===== src/sv/rrsm_pkg.sv =====
`timescale 1ns / 1ps
// ----------------------------------------------------------------------------
// rrsm_pkg
// Types and codes shared by the region registration slot manager.
// ----------------------------------------------------------------------------
package rrsm_pkg;

    localparam logic [1:0] REQ_LOCK   = 2'd0;
    localparam logic [1:0] REQ_UNLOCK = 2'd1;

    localparam logic [3:0] ST_HIT     = 4'd0;
    localparam logic [3:0] ST_FREE    = 4'd1;
    localparam logic [3:0] ST_REREG   = 4'd2;
    localparam logic [3:0] ST_EVICT   = 4'd3;
    localparam logic [3:0] ST_BUSY    = 4'd4;
    localparam logic [3:0] ST_NOSLOT  = 4'd5;
    localparam logic [3:0] ST_UNLOCK  = 4'd6;
    localparam logic [3:0] ST_UNLERR  = 4'd7;
    localparam logic [3:0] ST_QUERY   = 4'd8;

    localparam logic [31:0] AGE_MAX = 32'hFFFF_FFFF;

    typedef enum logic [1:0] {
        CMD_LOCK,
        CMD_UNLOCK,
        CMD_QUERY
    } cmd_t;

    // classified request handed from the front to the back
    typedef struct packed {
        cmd_t        cmd;
        logic [63:0] base;
        logic [31:0] len;
        logic [31:0] id;
        logic [3:0]  uslot;
    } req_t;

    typedef enum logic [1:0] {
        BK_IDLE,
        BK_SCAN,
        BK_APPLY,
        BK_OUT
    } back_state_t;

endpackage


===== src/sv/rrsm_front.sv =====
`timescale 1ns / 1ps
// ----------------------------------------------------------------------------
// rrsm_front
// Accepts request items, classifies them and queues them for the back end.
// ----------------------------------------------------------------------------
module rrsm_front
    import rrsm_pkg::*;
(
    input  logic        aclk,
    input  logic        aresetn,
    input  logic        in_valid,
    output logic        in_ready,
    input  logic [1:0]  in_type,
    input  logic [63:0] in_base,
    input  logic [31:0] in_len,
    input  logic [31:0] in_id,
    input  logic [3:0]  in_uslot,
    output logic        q_valid,
    input  logic        q_ready,
    output req_t        q_data
);
    // two-entry queue
    req_t       mem_reg [2];
    logic       wp_reg, rp_reg;
    logic [1:0] cnt_reg;
    req_t       cls;

    always_comb begin
        cls.base  = in_base;
        cls.len   = in_len;
        cls.id    = in_id;
        cls.uslot = in_uslot;
        priority if (in_type == REQ_LOCK) cls.cmd = CMD_LOCK;
        else if (in_type == REQ_UNLOCK)   cls.cmd = CMD_UNLOCK;
        else                              cls.cmd = CMD_QUERY;
    end

    assign in_ready = (cnt_reg != 2'd2);
    assign q_valid  = (cnt_reg != 2'd0);
    assign q_data   = mem_reg[rp_reg];

    always_ff @(posedge aclk) begin
        if (in_valid && in_ready) mem_reg[wp_reg] <= cls;
        if (!aresetn) begin
            wp_reg <= 1'b0;
            rp_reg <= 1'b0;
            cnt_reg <= 2'd0;
        end else begin
            if (in_valid && in_ready) wp_reg <= ~wp_reg;
            if (q_valid && q_ready) rp_reg <= ~rp_reg;
            cnt_reg <= cnt_reg + 2'((in_valid && in_ready) ? 1 : 0)
                               - 2'((q_valid && q_ready) ? 1 : 0);
        end
    end
endmodule


===== src/sv/rrsm_back.sv =====
`timescale 1ns / 1ps
// ----------------------------------------------------------------------------
// rrsm_back
// Scans the slot table one slot per cycle for a lock request and applies the request.
// ----------------------------------------------------------------------------
module rrsm_back
    import rrsm_pkg::*;
#(
    parameter int SLOTS = 16
) (
    input  logic        aclk,
    input  logic        aresetn,
    input  logic [30:0] key_base,
    input  logic        q_valid,
    output logic        q_ready,
    input  req_t        q_data,
    output logic        out_valid,
    input  logic        out_ready,
    output logic [3:0]  out_status,
    output logic [3:0]  out_slot,
    output logic [31:0] out_key,
    output logic        out_dereg,
    output logic        out_idle,
    output logic        out_full
);
    localparam int IW = (SLOTS > 1) ? $clog2(SLOTS) : 1;

    back_state_t state_reg, state_next;
    logic [SLOTS-1:0] locked_reg, assigned_reg;
    logic [31:0] age_mem [SLOTS];
    logic [63:0] base_mem [SLOTS];
    logic [31:0] len_mem [SLOTS];
    logic [31:0] id_mem [SLOTS];
    logic [31:0] age_cnt_reg;

    req_t        req_reg;
    logic [IW:0] i_reg;
    logic        have_free_reg, have_old_reg, match_reg;
    logic [IW-1:0] free_reg, old_reg, match_i_reg;
    logic [31:0] old_age_reg;

    logic [3:0]  st_reg;
    logic [3:0]  sl_reg;
    logic [31:0] key_reg;
    logic        dereg_reg;

    logic [IW-1:0] ci;
    logic          mhit;
    assign ci   = i_reg[IW-1:0];
    assign mhit = assigned_reg[ci] && base_mem[ci] == req_reg.base
                  && len_mem[ci] == req_reg.len;

    assign q_ready    = (state_reg == BK_IDLE);
    assign out_valid  = (state_reg == BK_OUT);
    assign out_status = st_reg;
    assign out_slot   = sl_reg;
    assign out_key    = key_reg;
    assign out_dereg  = dereg_reg;
    assign out_idle   = (locked_reg == '0);
    assign out_full   = (locked_reg == '1);

    always_comb begin
        state_next = state_reg;
        unique case (state_reg)
            BK_IDLE:  if (q_valid) state_next = (q_data.cmd == CMD_LOCK) ? BK_SCAN : BK_APPLY;
            BK_SCAN:  if (mhit || i_reg == (IW+1)'(SLOTS-1)) state_next = BK_APPLY;
            BK_APPLY: state_next = BK_OUT;
            BK_OUT:   if (out_ready) state_next = BK_IDLE;
            default:  state_next = BK_IDLE;
        endcase
    end

    logic [31:0] age_inc;
    assign age_inc = (age_cnt_reg != AGE_MAX) ? age_cnt_reg + 32'd1 : age_cnt_reg;

    always_ff @(posedge aclk) begin
        logic [IW-1:0] t;
        logic          reg_it;
        reg_it = 1'b0;
        t = '0;
        if (state_reg == BK_IDLE && q_valid) begin
            req_reg <= q_data;
            i_reg <= '0;
            have_free_reg <= 1'b0;
            have_old_reg <= 1'b0;
            match_reg <= 1'b0;
        end
        if (state_reg == BK_SCAN) begin
            if (!locked_reg[ci] && (!have_old_reg || age_mem[ci] < old_age_reg)) begin
                have_old_reg <= 1'b1;
                old_age_reg <= age_mem[ci];
                old_reg <= ci;
            end
            if (!have_free_reg && !locked_reg[ci] && !assigned_reg[ci]) begin
                have_free_reg <= 1'b1;
                free_reg <= ci;
            end
            if (mhit) begin
                match_reg <= 1'b1;
                match_i_reg <= ci;
            end
            i_reg <= i_reg + 1'b1;
        end
        if (state_reg == BK_APPLY) begin
            dereg_reg <= 1'b0;
            sl_reg <= 4'd0;
            key_reg <= 32'd0;
            unique case (req_reg.cmd)
                CMD_LOCK: begin
                    priority if (match_reg) begin
                        t = match_i_reg;
                        if (locked_reg[t]) st_reg <= ST_BUSY;
                        else if (id_mem[t] != req_reg.id) begin
                            st_reg <= ST_REREG; dereg_reg <= 1'b1; reg_it = 1'b1;
                        end else st_reg <= ST_HIT;
                    end else if (have_free_reg) begin
                        t = free_reg; st_reg <= ST_FREE; reg_it = 1'b1;
                    end else if (have_old_reg) begin
                        t = old_reg; st_reg <= ST_EVICT; dereg_reg <= 1'b1; reg_it = 1'b1;
                    end else st_reg <= ST_NOSLOT;
                    if (match_reg || have_free_reg || have_old_reg) begin
                        sl_reg <= 4'(t);
                        key_reg <= {1'b0, key_base} + 32'(t) + 32'd1;
                    end
                    if (reg_it) begin
                        age_mem[t] <= age_inc;
                        base_mem[t] <= req_reg.base;
                        len_mem[t] <= req_reg.len;
                        id_mem[t] <= req_reg.id;
                    end
                end
                CMD_UNLOCK: begin
                    sl_reg <= req_reg.uslot;
                    key_reg <= {1'b0, key_base} + 32'(req_reg.uslot) + 32'd1;
                    if (32'(req_reg.uslot) < SLOTS && locked_reg[IW'(req_reg.uslot)])
                        st_reg <= ST_UNLOCK;
                    else st_reg <= ST_UNLERR;
                end
                default: st_reg <= ST_QUERY;
            endcase
        end

        if (!aresetn) begin
            state_reg <= BK_IDLE;
            locked_reg <= '0;
            assigned_reg <= '0;
            age_cnt_reg <= 32'd0;
            for (int k = 0; k < SLOTS; k++) age_mem[k] <= 32'd0;
        end else begin
            state_reg <= state_next;
            if (state_reg == BK_APPLY) begin
                if (req_reg.cmd == CMD_LOCK && (match_reg || have_free_reg || have_old_reg)
                    && !(match_reg && locked_reg[t]))
                    locked_reg[t] <= 1'b1;
                if (reg_it) begin
                    assigned_reg[t] <= 1'b1;
                    age_cnt_reg <= age_inc;
                end
                if (req_reg.cmd == CMD_UNLOCK && 32'(req_reg.uslot) < SLOTS)
                    locked_reg[IW'(req_reg.uslot)] <= 1'b0;
            end
        end
    end

    a_out_hold: assert property (@(posedge aclk) disable iff (!aresetn)
        out_valid && !out_ready |=> out_valid && $stable(out_status))
        else $error("result changed while stalled");
    a_busy_no_change: assert property (@(posedge aclk) disable iff (!aresetn)
        out_valid && out_status == ST_BUSY |-> $stable(locked_reg))
        else $error("busy changed lock state");
    a_scan_only_lock: assert property (@(posedge aclk) disable iff (!aresetn)
        state_reg == BK_SCAN |-> req_reg.cmd == CMD_LOCK)
        else $error("scan on non-lock request");
endmodule


===== src/sv/region_registration_slot_manager_unit.sv =====
`timescale 1ns / 1ps
// ----------------------------------------------------------------------------
// region_registration_slot_manager_unit
// Slot table for region registrations with lock, unlock and status requests.
// ----------------------------------------------------------------------------
// A lock item scans the slot table one slot per cycle, and the scan stops at
// the first match; unlock and query items skip the scan. The back end takes
// no new item until the result of the last one has been taken.
// A two-entry queue lets new items be taken while the back end works.
// Reset: synchronous active-low aresetn clears locks, assignments, ages,
// the age counter and the key base register.
module region_registration_slot_manager_unit
    import rrsm_pkg::*;
#(
    parameter int SLOTS = 16
) (
    input  logic        aclk,
    input  logic        aresetn,
    input  logic        psel,
    input  logic        penable,
    input  logic        pwrite,
    input  logic [1:0]  paddr,
    input  logic [31:0] pwdata,
    output logic [31:0] prdata,
    output logic        pready,
    input  logic        s_valid,
    output logic        s_ready,
    input  logic [1:0]  s_req_type,
    input  logic [63:0] s_region_base,
    input  logic [31:0] s_region_len,
    input  logic [31:0] s_region_id,
    input  logic [3:0]  s_unlock_slot,
    output logic        m_valid,
    input  logic        m_ready,
    output logic [3:0]  m_status,
    output logic [3:0]  m_slot_index,
    output logic [31:0] m_region_key,
    output logic        m_needs_deregister,
    output logic        m_all_unlocked,
    output logic        m_all_locked
);
    logic [30:0] key_base_reg;
    logic        q_valid, q_ready;
    req_t        q_data;

    // single register: key base at address 0
    assign pready = 1'b1;
    assign prdata = (paddr == 2'd0) ? {1'b0, key_base_reg} : 32'd0;

    always_ff @(posedge aclk) begin
        if (!aresetn) key_base_reg <= '0;
        else if (psel && penable && pwrite && paddr == 2'd0) key_base_reg <= pwdata[30:0];
    end

    rrsm_front u_front (
        .aclk, .aresetn,
        .in_valid(s_valid), .in_ready(s_ready), .in_type(s_req_type),
        .in_base(s_region_base), .in_len(s_region_len), .in_id(s_region_id),
        .in_uslot(s_unlock_slot),
        .q_valid, .q_ready, .q_data
    );

    rrsm_back #(.SLOTS(SLOTS)) u_back (
        .aclk, .aresetn, .key_base(key_base_reg),
        .q_valid, .q_ready, .q_data,
        .out_valid(m_valid), .out_ready(m_ready), .out_status(m_status),
        .out_slot(m_slot_index), .out_key(m_region_key), .out_dereg(m_needs_deregister),
        .out_idle(m_all_unlocked), .out_full(m_all_locked)
    );
endmodule


===== config.mk =====
export PLATFORM = sky130hd
export DESIGN_NAME = region_registration_slot_manager_unit
export DESIGN_NICKNAME = d
export VERILOG_FILES = /design/src/sv/rrsm_pkg.sv /design/src/sv/rrsm_front.sv /design/src/sv/rrsm_back.sv /design/src/sv/region_registration_slot_manager_unit.sv
export SDC_FILE = /design/constraint.sdc
export NUM_CORES = 2
export LEC_CHECK = 0
export ABC_CLOCK_PERIOD_IN_PS = 11900
export BUFFER_PORTS_ARGS = -buffer_cell sky130_fd_sc_hd__buf_2
export CAP_MARGIN = 20
export CORE_MARGIN = 5
export CORE_UTILIZATION = 54
export CTS_BUF_LIST = sky130_fd_sc_hd__clkbuf_4
export DETAILED_ROUTE_END_ITERATION = 6
export PLACE_DENSITY = 0.7
export SYNTH_ARGS = -nofsm -noshare
export SYNTH_HDL_FRONTEND = slang
export SYNTH_SLANG_ARGS = --single-unit
export TNS_END_PERCENT = 10

===== constraint.sdc =====
create_clock -name aclk -period 11.9 [get_ports aclk]
set_input_delay 1.19 -clock aclk [delete_from_list [all_inputs] [get_ports aclk]]
set_output_delay 1.19 -clock aclk [all_outputs]
set_load 0.02 [all_outputs]

==> flow_summary.json <==
{
  "hold_buffers": 165,
  "clkLatencyLatePin_ns": 1.43,
  "dp_hpwl_um": 168100,
  "die_h_um": 493.9,
  "reg2reg_depth": 14,
  "gr-total-overflow": 0,
  "synthArstFlopShare": 0,
  "violations": "DRC",
  "final_nets": 8361,
  "final_antenna_net_count": 0,
  "die_w_um": 493.9,
  "yosys.area.top_type": "edfxtp_1",
  "yosys_register_bits": 3165,
  "drive_above_1_share": 0.2881,
  "fmax_ghz": 0.1489,
  "dieArea_um2": 243900,
  "io_buffers": 249,
  "synth-edff-count": 2540,
  "finClkSkew_ns": 0.1197,
  "cp.arrival_ns": 8.03,
  "path_buf_inv": 4,
  "antenna_found_initial": 11,
  "largest_register_ffs": 1024,
  "fin_crit_ns": 6.715,
  "critPathKind": "reg2reg",
  "syn-num-nets": 7486,
  "worst-slew-pin-transition_ns": 1.180,
  "cts_inserted_buffers": 780,
  "clkSlewWorstSetupHoldPaths_ns": 0.07,
  "core_area_um2": 232800,
  "root_buffer": "clkbuf_4",
  "synthMostInstantiatedCell": "edfxtp_1",
  "dpl_cell_area_um2": 130600,
  "setup_viol": 0,
  "worstPathRequired_ns": 13.21,
  "largest_register": "u_back.base_mem",
  "clockBufferDepth": 4,
  "cts_sinks": 3165,
  "crit_family": "buffers and inverters",
  "total_power_uw": 29320,
  "critPathMaxFanout": 38,
  "wl_per_cell_um": 26.32,
  "dp_slack_ns": 5.186,
  "grt_usage": 0.2525,
  "vias": 71214,
  "io_pins": 253,
  "min_path_cells": 3,
  "synthCells": 7261,
  "cts_resized": 0,
  "p_leak_uw": 0.04683,
  "yosys-top-cells-count": "edfxtp_1 (2540), mux2i_1 (647), nand2_1 (638)",
  "hold_class": "in2reg",
  "cap_violations": 0,
  "design_area_um2": 141900,
  "slew_headroom": 0.2034,
  "htree_num_levels": 6,
  "cp_slowest_cell": "nor4_1",
  "synth_top_area_frac": 0.6033,
  "drt-initial-drc-count": 7131,
  "start_util": 0.5432,
  "fin_ws_ns": 5.185,
  "crit_path_start_kind": "flop",
  "synth_top_flop_cell": "edfxtp_1",
  "detailedRoute.firstPassIterationCount": 7,
  "utilization": 0.6096,
  "gp_congestion": 0.8743,
  "tns_ns": 0,
  "routed_wl_um": 310900,
  "max_stage_delay_ns": 0.90,
  "crit_chain": "buf_4, buf_4, buf_4, mux4_2, mux2i_1, o22ai_1, nand2_1, o2111ai_1, nor3_1, nand4_1, nor4_1, buf_4, nand2_1, mux2_1",
  "grt_pass1_vias": 74131,
  "crit_path_frequent_cell": "buf_4",
  "grt_max_degree": 253,
  "areaGrowthSynthToFinish_pct": 12.23,
  "cts_tree": "yes",
  "avgSynthCellArea_um2": 17.41,
  "grt_pass1_wl_um": 462900,
  "report.final.slew_viol_count": 0,
  "fin_crit_sh": 0.5643,
  "drcViolationCount": 2,
  "status": "finished, violations left",
  "vdd_drop_max_v": 0.0001401,
  "yosysSeqAreaShare": 0.7023,
  "path_depth": 14,
  "power_density_nw_per_um2": 206.7,
  "ys_warn_count": 0,
  "synth.area.top_cells": "edfxtp_1 (60%), mux4_2 (11%), dfxtp_1 (9.9%)",
  "syn-cell-area_um2": 126400,
  "num_rows": 177,
  "critPathCaptureType": "flop",
  "synth_cell_types": 85,
  "hold_viol_final": 0,
  "post_cts_buffers": 0,
  "routed_via_density": 6.029,
  "rsz0062_at_grt": "false"
}
[area by class of cell]
class,count,area [um2]
flip-flops and latches,3165,88820
inverters,85,341.6
multi-input cells,3547,35100
fillers,17053,90870
well taps,3132,3919
repair buffers,557,4129
clock buffers,1143,8581
clock inverters,164,955.9
diodes,18,45.04
[cells in the final DEF (no fill, tap or decap), drive strengths merged, types with 25 or more instances in the layout]
cell type,netlist,routed
nor3,40,40
o21ai,186,186
mux4,634,634
xnor2,110,110
nor2b,25,25
ha,48,48
nand3,166,166
and2,52,52
nor4,31,31
a22oi,49,49
mux2i,647,647
edfxtp,2540,2540
clkbuf,220,1143
nand4,51,51
buf,244,392
clkinv,1,138
dlygate4sd3,0,165
a221oi,34,34
nor2,116,116
a21o,29,29
inv,84,95
dfxtp,625,625
nand2,640,640
o22ai,38,38
mux2,207,207
a21oi,101,101
xor2,59,59
[through the flow]
| step | cells | hold WS, ns |
|---|---|---|
| after floorplan | 7261 | 0.4249 |
| after global placement | 10318 | 0.4345 |
| after detailed placement | 10320 | 0.4445 |
| after CTS | 11792 | 0.09144 |
| after global routing | 11807 | 0.1712 |
| final | 11811 | 0.2602 |
[final timing paths]
| kind | start | to | slack, ns |
|---|---|---|---|
| max | flop | flop | 5.19 |
| min | aresetn | u_back.age_mem[7][20] | 0.26 |
| max reg2reg | flop | flop | 5.19 |
| min reg2reg | u_back.age_mem[14][31] | u_back.age_mem[14][31] | 0.45 |
[layer usage]
| layer | global-route usage | routed length, um |
|---|---|---|
| met4 | 0.08562 | 8749 |
| met5 | 0 | 34 |
| met1 | 0.3345 | 122500 |
| met2 | 0.4224 | 155200 |
| met3 | 0.05037 | 24500 |
[kinds of logic after synthesis]
family          after synthesis  share of synthesized area
flops                      3165                     0.7023
mux                        1488                     0.1826
simple gates               1204                    0.04324
compound gates              634                    0.03391
buf+inv                     549                    0.02117
xor+xnor                    169                    0.01171
fa+ha+maj                    50                   0.005067
other cells                   2                 0.00005940
[where the power goes]
| part | switching (uW) | internal (uW) |
|---|---|---|
| sequential | 1050 | 13400 |
| clock | 4170 | 4600 |
| combinational | 3700 | 2390 |
| total | 8920 | 20400 |
[worst register-to-register path, delay by kind of cell, from the launching register on]
kind | cells | cell delay [ns]
DFF | 1 | 0.71
AOI/OAI and AO/OA | 2 | 0.41
buffers and inverters | 4 | 2.44
and+or+nand+nor | 5 | 1.85
muxes | 3 | 1.22
Note: power is estimated with default switching activity, not from simulation.
